===== src/hdl/cdfs_pkg.sv =====
// Shared types and constants for the CDF table sampler.
// Used by the channel interfaces, the divider, the top level and the checker.
package cdfs_pkg;

  localparam int TABLE_DEPTH_DEF = 256;
  localparam int DRAW_BITS_DEF   = 16;

  localparam int VAL_W   = 32;
  localparam int CDF_W   = 32;
  localparam int DRAW_W  = 16;
  localparam int CNT_W   = 9;
  localparam int MEAN_W  = 48;

  localparam logic [CDF_W-1:0] CDF_ONE = 32'd65536;

  typedef enum logic [1:0] {
    OP_CLEAR  = 2'd0,
    OP_APPEND = 2'd1,
    OP_SAMPLE = 2'd2
  } op_t;

  typedef enum logic [1:0] {
    ST_OK    = 2'd0,
    ST_ACC   = 2'd1,
    ST_FULL  = 2'd2,
    ST_EMPTY = 2'd3
  } status_t;

  typedef struct packed {
    logic        start;
    logic [63:0] dividend;
    logic [31:0] divisor;
  } div_req_t;

  typedef struct packed {
    logic        done;
    logic [63:0] quot;
    logic        rem_nz;
  } div_rsp_t;

endpackage


===== src/hdl/cdfs_div.sv =====
// Bit-serial restoring divider, 64-bit dividend by 32-bit divisor.
// One quotient bit per cycle; depends on cdfs_pkg for the request and response types.
module cdfs_div import cdfs_pkg::*; (
  input  logic     clk,
  input  logic     rst_n,
  input  div_req_t req,
  output div_rsp_t rsp
);

  logic [63:0] dvd_r, dvd_nxt;
  logic [31:0] rem_r, rem_nxt;
  logic [31:0] dsr_r;
  logic [5:0]  cnt_r;
  logic        busy_r;
  logic        done_r;
  logic [32:0] trial;
  logic [32:0] diff;
  logic        ge;

  always_comb begin
    trial   = {rem_r, dvd_r[63]};
    diff    = trial - {1'b0, dsr_r};
    ge      = trial >= {1'b0, dsr_r};
    rem_nxt = ge ? diff[31:0] : trial[31:0];
    dvd_nxt = {dvd_r[62:0], ge};
  end

  always_ff @(posedge clk) begin
    if (!rst_n) begin
      busy_r <= 1'b0;
      done_r <= 1'b0;
      cnt_r  <= '0;
    end else if (req.start) begin
      busy_r <= 1'b1;
      done_r <= 1'b0;
      cnt_r  <= '0;
      dvd_r  <= req.dividend;
      rem_r  <= '0;
      dsr_r  <= req.divisor;
    end else if (busy_r) begin
      dvd_r <= dvd_nxt;
      rem_r <= rem_nxt;
      cnt_r <= cnt_r + 6'd1;
      if (cnt_r == 6'd63) begin
        busy_r <= 1'b0;
        done_r <= 1'b1;
      end
    end else begin
      done_r <= 1'b0;
    end
  end

  assign rsp.done   = done_r;
  assign rsp.quot   = dvd_r;
  assign rsp.rem_nz = rem_r != '0;

endmodule


===== config.mk =====
export PLATFORM = sky130hd
export DESIGN_NAME = cdfs_div
export DESIGN_NICKNAME = d
export VERILOG_FILES = /design/src/hdl/cdfs_pkg.sv /design/src/hdl/cdfs_div.sv
export SDC_FILE = /design/constraint.sdc
export NUM_CORES = 1
export LEC_CHECK = 0
export BUFFER_PORTS_ARGS = -buffer_cell sky130_fd_sc_hd__buf_2
export CAP_MARGIN = 25
export CORE_MARGIN = 2
export CORE_UTILIZATION = 45
export DETAILED_ROUTE_END_ITERATION = 12
export GPL_ROUTABILITY_DRIVEN = 0
export GPL_TIMING_DRIVEN = 0
export HOLD_SLACK_MARGIN = 0.06
export PLACE_DENSITY = 0.73
export SYNTH_ARGS = -nofsm -noshare
export SYNTH_HDL_FRONTEND = slang
export SYNTH_SLANG_ARGS = --single-unit

===== constraint.sdc =====
create_clock -name clk -period 4.15 [get_ports clk]
set_clock_uncertainty 0.05 [all_clocks]
set_input_delay 0.6225 -clock clk [delete_from_list [all_inputs] [get_ports clk]]
set_output_delay 0.6225 -clock clk [all_outputs]
set_load 0.05 [all_outputs]

==> results of run 1 <==
==> cells in the final DEF (no fill, tap or decap), drive strengths merged, types with 3 or more instances in the layout <==
master / count
bufinv: 3
nand2: 63
ha: 33
o21a: 10
buf: 174
a21oi: 53
xor2: 9
a21o: 9
or3: 5
a31oi: 3
nor2b: 5
o31a: 3
nor3: 8
o21ai: 17
inv: 44
and3: 7
o31ai: 3
and4: 3
nor2: 40
nand3: 10
o2111a: 4
xnor2: 18
mux2: 66
clkinv: 5
nor4: 12
nand4: 8
dfxtp: 8
edfxtp: 128
and2: 4
o21bai: 5
clkbuf: 37
a22o: 3
o211ai: 4
a211oi: 8
==> critical path: cells and delay by family (launching register included) <==
| kind | cells | cell delay (ns) |
|---|---|---|
| adders and majority gates | 2 | 0.67 |
| AOI/OAI and AO/OA | 3 | 0.82 |
| buffers and inverters | 1 | 0.06 |
| DFF | 1 | 0.37 |
| and+or+nand+nor | 5 | 1.25 |
==> flip-flops by register name, summed over array words and instances, names as in the netlist <==
signal	count
done_r	1
dsr_r	32
dvd_r	64
rem_r	32
cnt_r	6
busy_r	1
==> logic make-up after synthesis <==
family | share of synthesized area [%]
AO/OA/AOI/OAI | 13.0
XOR/XNOR | 3.14
adder cells (fa/ha/maj) | 5.74
buffers and inverters | 3.83
flip-flops | 53.1
multiplexers | 10.1
AND/OR/NAND/NOR | 11.0
==> where the power goes <==
group          switching, uW  internal, uW  total, uW
Clock                    623           958       1580
Sequential              61.5          1640       1700
Combinational            620           382       1000
Total                   1300          2980       4280
==> cell type report <==
cell class | count | share of cell area [%]
clock buffers | 17 | 4.58
repair buffers | 164 | 9.08
plain buffers | 30 | 1.54
clock inverters | 15 | 2.06
well taps | 220 | 2.97
inverters | 39 | 1.58
flip-flops and latches | 136 | 43.1
multi-input cells | 440 | 35.1
==> worst paths after layout <==
path / startpoint / endpoint / cells after the start
min reg2reg: cnt_r[5] / cnt_r[5] / 2
max reg2reg: dvd_r[63] / rem_r[26] / 11
max: dvd_r[63] / rem_r[26] / 11
min: req[27] / dsr_r[27] / 1
==> routing by layer <==
| metal | track usage (%) | up-vias |
|---|---|---|
| li1 | - | 2775 |
| met1 | 25.6 | 2737 |
| met2 | 34.6 | 202 |
| met3 | 7.80 | 17 |
| met4 | 6.03 | 0 |
| met5 | 0 | - |
==> stage by stage <==
step / setup TNS [ns] / cell area [um2]
2_1_floorplan: 0 / 7540
6_report: 0 / 9280
3_3_place_gp: -115.39 / 8630
3_5_place_dp: 0 / 8670
5_1_grt: 0 / 9280
4_1_cts: 0 / 9280
==> impl_metrics.yaml, run 1 <==
placement:
  port_buffers: 163
  place_ws_ns: 0.888
  dp.final_hpwl_mm: 13.4
  dp_cells: 1029
layout:
  area_growth_pct: 23.1
  register_area_mm2: 0.00400
  fill_cells: 1454
  final_nets: 961
  postLayoutCoreUtil_pct: 56.4
  diodes: 0
  stdcell_count: 1061
  multi_input_area_mm2: 0.00325
  drive_above_1_share_pct: 34.5
logic_synthesis:
  async_reset_ff_share_pct: 0
  ys_ff_latch: 136
  yosysUniqueCellTypes: 65
  synth_area_mm2: 0.00754
  yosys-top-cells-area: "edfxtp_1, mux2_2, ha_1"
  synth_edf_count: 128
  ys_warn_count: 0
  syn_inst: 645
  syn_area_per_cell_um2: 11.7
  synth_top_area_cell: "edfxtp_1"
  ys_seq_area_share_pct: 53.1
  synth_top_area_share_pct: 51.0
  synth_fp_nets: 778
  yosysMostFrequentCell: "edfxtp_1"
  synth_common_cells: "edfxtp_1, mux2_2, nand2_1, a21oi_1"
  ys.flop_type: "edfxtp_1"
global_routing:
  grt_usage_pct: 20.9
  grt_start_max_net_pins: 56
  overflow: 0
  grt_pass1_wl_mm: 28.9
  grt_antenna_before_repair: 0
  grt_pass1_vias: 5800
clock_network:
  cts_buffers: 17
  postCtsSetupBuffers: 0
  cts.sinks: 136
  clk_pin_slew_ns: 0.06
  cts_tree: "yes"
  ctsResizeCount: 0
  hold_buffers: 0
  cts.path.max_buffers: 2
  clkLatencyLatePin_ns: 0.43
  root_buffer: "clkbuf_16"
  htreeDepth: 4
sta:
  setup_viol: 0
  slew_viol_final: 0
  holdWs_ns: 0.316
  fmax_ghz: 0.298
  rsz0062_at_grt: "no"
  period_share_pct: 80.8
  fin_crit_ns: 3.35
  worstMarginPinSlew_ns: 0.836
  final_hold_viol_count: 0
  layout_setup_ws_ns: 0.796
  maxSlewHeadroom_pct: 44.2
worst_setup_path:
  cp.arrival_ns: 3.60
  worst_path_max_delay_cell: "nor3_1"
  crit_path_start_kind: "flop"
  cp-end-kind: "flop"
  r2r_slack_ns: 0.80
  critPathKind: "flop to flop"
  path_cells: "inv_1, ha_1, fa_1, nor2b_1, o2111ai_1, and2_1, o211a_1, nor3_1, nor4_1, o41ai_1, and2_1"
  crit_path_frequent_cell: "and2_1"
  worst_ep_required_time_ns: 4.39
  cp_max_fo: 4
  slowest_delay_ns: 0.51
route:
  ant_nets: 0
  dr.pass1.iters: 5
  via_per_inst: 5.40
  drt-initial-drc-count: 396
  wl_per_cell_um: 16.9
  vias: 5731
  drc: 0
  top_layer_used: "met4"
  drt-met1-wl_mm: 7.58
  dr_wl_met2_mm: 8.75
  dr_wl_met3_mm: 1.44
  drt_wl_total_mm: 18.0
die:
  die_w_um: 133
  die_y_um: 133
  start_util_pct: 45.8
  num_io_pins: 165
  rows: 47
  dieArea_mm2: 0.0178
  coreArea_mm2: 0.0165
power:
  leakage_uw: 0.00383
  ir_drop_mv: 0.314
  p_total_uw: 4280
  power_density_mw_per_mm2: 461
worst_hold_path:
  hp-class: "primary input to flop"
status:
  status: "finished, final reports clean"
flow_run:
  cap_viol_max_count: 0
No activity file was read; power rests on OpenSTA's default activity.
==> run 2: changes to the inputs <==
- clock period: 4.15 -> 3.48 ns (I/O delays scaled with it)
==> run 2 against run 1 <==
Effect of this change: register-to-register slack got worse by 0.59 ns; via count decreased by 0.85%; flip-flop and latch count unchanged; cell count unchanged; sequential share of layout area increased by 0.24 points; global-route usage increased by 0.27 points; count of clock-buffer cells in the layout increased by 2; die area unchanged; utilization decreased by 0.31 points; routed wire length increased by 1.9%; largest power group unchanged.
==> impl_metrics.yaml, run 2 (synthesis results as in run 1) <==
status:
  status: "finished, final reports clean"
die:
  num_io_pins: 165
  dieArea_mm2: 0.0178
  die_w_um: 133
  die_y_um: 133
  coreArea_mm2: 0.0165
  start_util_pct: 45.8
  rows: 47
clock_network:
  htreeDepth: 4
  clkLatencyLatePin_ns: 0.43
  hold_buffers: 0
  cts_buffers: 17
  cts.sinks: 136
  root_buffer: "clkbuf_16"
  cts.path.max_buffers: 2
  ctsResizeCount: 0
  postCtsSetupBuffers: 0
  cts_tree: "yes"
  clk_pin_slew_ns: 0.06
layout:
  fill_cells: 1451
  drive_above_1_share_pct: 34.5
  top_regs: "dvd_r (64), dsr_r (32), rem_r (32)"
  multi_input_area_mm2: 0.00326
  largest-register: "dvd_r"
  largest_register_ffs: 64
  area_growth_pct: 22.5
  final_area_mm2: 0.00923
  final_common_cell: "buf_2"
  register_area_mm2: 0.00400
  layout_common_cells: "buf_2, edfxtp_1, mux2_2"
  diodes: 0
  final_nets: 961
route:
  drt_wl_total_mm: 18.3
  dr.pass1.iters: 6
  ant_nets: 0
  via_per_inst: 5.36
  drc: 0
  drt-initial-drc-count: 362
  vias: 5682
  wl_per_cell_um: 17.3
worst_hold_path:
  hp-class: "primary input to flop"
power:
  clockPowerShare_pct: 34.7
  p_total_uw: 4930
  ir_drop_mv: 0.339
  internal_power_uw: 3400
  p_comb_share_pct: 24.3
  power_density_mw_per_mm2: 535
  p_seq_share_pct: 41.0
  switching_power_uw: 1540
  leakage_uw: 0.00380
  sw_frac_of_total_pct: 31.2
worst_setup_path:
  worst_path_max_delay_cell: "o41ai_4"
  slowest_delay_ns: 0.48
  timing.critical_path.buf_inv: 0
  crit_path_start_kind: "flop"
  path_cells: "ha_1, a211oi_1, o21bai_1, nor4_2, nor3_2, o41ai_4, mux2_2, a32o_1"
  cp-end-kind: "flop"
  path_delay_family: "compound AO/OA/AOI/OAI gates"
  worst_ep_required_time_ns: 3.61
  cp.arrival_ns: 3.40
  cp_max_fo: 5
  critPathKind: "flop to flop"
global_routing:
  grt_usage_pct: 21.1
  grt_pass1_vias: 5934
  busiest_layer: "met2"
  grt_antenna_before_repair: 0
  use_met3_pct: 7.42
  use_met1_pct: 25.4
  grt_pass1_wl_mm: 29.2
  overflow: 0
  grt_start_max_net_pins: 63
  met2_usage_pct: 35.2
sta:
  final_hold_viol_count: 0
  fmax_ghz: 0.305
  worstMarginPinSlew_ns: 0.847
  layout_setup_ws_ns: 0.205
  fin_crit_ns: 3.28
  period_share_pct: 94.1
  setup_viol: 0
  maxSlewHeadroom_pct: 43.5
  slew_viol_final: 0
  rsz0062_at_grt: "no"
placement:
  placed_cell_area_mm2: 0.00867
  place_ws_ns: 0.172
  port_buffers: 163
  dp.final_hpwl_mm: 13.5
flow_run:
  cap_viol_max_count: 0
run 2: final timing paths:
| path | startpoint | to | slack, ns | cells past startpoint |
|---|---|---|---|---|
| hold / removal | req[24] | dsr_r[24] | 0.21 | 1 |
| hold reg to reg | cnt_r[5] | cnt_r[5] | 0.46 | 2 |
| setup reg to reg | rem_r[5] | rem_r[27] | 0.20 | 8 |
| setup / recovery | rem_r[5] | rem_r[27] | 0.20 | 8 |
run 2: layout make-up:
cell class,instances,share of cell area [%]
timing repair buffer,164,9.14
clock inverter,13,1.33
sequential,136,43.4
buffer,30,1.55
inverter,39,1.59
clock buffer,19,4.69
tap,220,2.98
multi-input combinational,440,35.4
run 2: routing by layer:
layer  share of wire, %  vias up
li1                   -     2774
met1                 41     2676
met2                 48      204
met3                8.2       28
met4                2.0        0
met5                  0        -
run 2: worst register-to-register path, cell delays in order (launching register included):
cell      delay, ns
edfxtp_1       0.41
ha_1           0.39
a211oi_1       0.27
o21bai_1       0.18
nor4_2         0.44
nor3_2         0.15
o41ai_4        0.48
mux2_2         0.39
a32o_1         0.27
run 2: per-stage QoR:
stage | hold slack [ns] | TNS [ns] | cells | util [%]
2_1_floorplan | 0.408 | 0 | 645 | -
3_5_place_dp | 0.447 | 0 | 1029 | 52.6
5_1_grt | 0.201 | 0 | 1061 | 56.1
3_3_place_gp | 0.424 | -23.55 | 1028 | 52.4
4_1_cts | 0.191 | 0 | 1061 | 56.0
6_report | 0.210 | 0 | 1061 | 56.1
run 2: power groups by stage:
stage               logic [uW]  clock network (uW)  registers (uW)
floorplan                  737                   0            2200
global placement          1160                   0            2060
detailed placement        1180                   0            2060
CTS                       1190                1750            2030
global route              1320                1790            2040
finish                    1200                1710            2030
==> run 3: changes to the inputs <==
- CTS_BUF_LIST: unset -> sky130_fd_sc_hd__clkbuf_4 sky130_fd_sc_hd__clkbuf_8
==> run 3 against run 2 <==
Effect of this change: utilization shrank 1.1 points; largest power group unchanged; die area is the same; count of clock-buffer cells in the layout is the same; critical path depth is the same.
==> impl_metrics.yaml, run 3 (synthesis results as in run 1) <==
clock_network:
  cts.path.max_buffers: 2
  htreeDepth: 4
  postCtsSetupBuffers: 0
  clkLatencyLatePin_ns: 0.47
  cts_tree: "yes"
  cts_buffers: 17
  root_buffer: "clkbuf_8"
  cts.sinks: 136
  clk_pin_slew_ns: 0.09
route:
  vias: 5689
  wl_per_cell_um: 17.2
  ant_nets: 0
  drc: 0
  via_per_inst: 5.36
  drt_wl_total_mm: 18.2
  drt-initial-drc-count: 370
  dr.pass1.iters: 5
worst_setup_path:
  rr_startpoint: "rem_r[5]"
  cp_max_fo: 5
  path_cells: "ha_1, a211oi_1, o21bai_1, nor4_2, nor3_2, o41ai_4, mux2_2, a32o_1"
  path_delay_family: "compound AO/OA/AOI/OAI gates"
  cp.arrival_ns: 3.45
  worst_path_max_delay_cell: "o41ai_4"
  crit_path_start_kind: "flop"
  cp-end-kind: "flop"
  slowest_delay_ns: 0.48
  worst_ep_required_time_ns: 3.64
  timing.critical_path.buf_inv: 0
  startpoint: "rem_r[5]"
  critPathKind: "flop to flop"
die:
  start_util_pct: 45.8
  die_w_um: 133
  coreArea_mm2: 0.0165
  dieArea_mm2: 0.0178
  die_y_um: 133
  rows: 47
  num_io_pins: 165
sta:
  slew_viol_final: 0
  worstMarginPinSlew_ns: 0.847
  fmax_ghz: 0.305
  fin_crit_ns: 3.28
  period_share_pct: 94.4
  setup_viol: 0
  tns_ns: 0
  rsz0062_at_grt: "no"
  final_hold_viol_count: 0
  maxSlewHeadroom_pct: 43.5
global_routing:
  grt_pass1_vias: 5897
  grt_usage_pct: 21.1
  overflow: 0
  grt_pass1_wl_mm: 29.1
  grt_start_max_net_pins: 63
  grt_antenna_before_repair: 0
power:
  ir_drop_mv: 0.332
  leakage_uw: 0.00372
  power_density_mw_per_mm2: 494
layout:
  final_nets: 961
  largest-register: "dvd_r"
  postLayoutCoreUtil_pct: 54.9
  final_common_cell: "buf_2"
  diodes: 0
  top_regs: "dvd_r (64), dsr_r (32), rem_r (32)"
  drive_above_1_share_pct: 34.7
  largest_register_ffs: 64
  layout_common_cells: "buf_2, edfxtp_1, mux2_2"
  area_growth_pct: 20.0
worst_hold_path:
  min_from: "req[24]"
  hp-class: "primary input to flop"
flow_run:
  cap_viol_max_count: 0
status:
  status: "finished, final reports clean"
placement:
  port_buffers: 163
  dp.final_hpwl_mm: 13.5
[run 3: path summary, 6_finish.rpt]
kind,to,slack [ns],cells past startpoint
min,dsr_r[24],0.17,1
min reg2reg,cnt_r[5],0.46,2
max reg2reg,rem_r[27],0.20,8
max,rem_r[27],0.20,8
[run 3: worst reg2reg max path, stage by stage, from the launching register on]
cell	delay [ns]
edfxtp_1	0.42
ha_1	0.38
a211oi_1	0.27
o21bai_1	0.19
nor4_2	0.44
nor3_2	0.15
o41ai_4	0.48
mux2_2	0.39
a32o_1	0.27
[run 3: area by class of cell]
type	count	area, um2
well taps	220	275
clock inverters	13	123
fillers	1471	7420
flip-flops and latches	136	4000
clock buffers	19	249
multi-input cells	440	3260
repair buffers	164	843
plain buffers	30	143
inverters	39	146
[run 3: report_power, final]
group / leakage [uW] / switching (uW) / internal [uW]
registers: 0.00129 / 73.6 / 1950
clock network: 0.000191 / 666 / 585
logic: 0.00225 / 739 / 457
[run 3: repair_timing]
| item | in CTS | in global routing |
|---|---|---|
| setup endpoints to repair | 0 | 2 |
| resized for setup | 0 | 2 |
| hold buffers | 0 | 0 |
[run 3: layer usage]
metal / vias up / track usage, % / wire (um)
met1: 2686 / 25.3 / 7520
met5: - / 0 / 0
li1: 2768 / - / -
met2: 217 / 35.4 / 8870
met4: 0 / 6.56 / 292
met3: 18 / 7.69 / 1550
[run 3: per-stage QoR]
step / area, um2 / worst slack [ns] / power [uW] / instances / hold slack, ns
4_1_cts: 9040 / 0.150 / 4490 / 1061 / 0.142
6_report: 9050 / 0.196 / 4470 / 1061 / 0.175
2_1_floorplan: 7540 / 0.279 / 2940 / 645 / 0.408
3_3_place_gp: 8630 / -0.249 / 3220 / 1028 / 0.424
5_1_grt: 9050 / 0.0387 / 4690 / 1061 / 0.148
3_5_place_dp: 8670 / 0.172 / 3240 / 1029 / 0.447
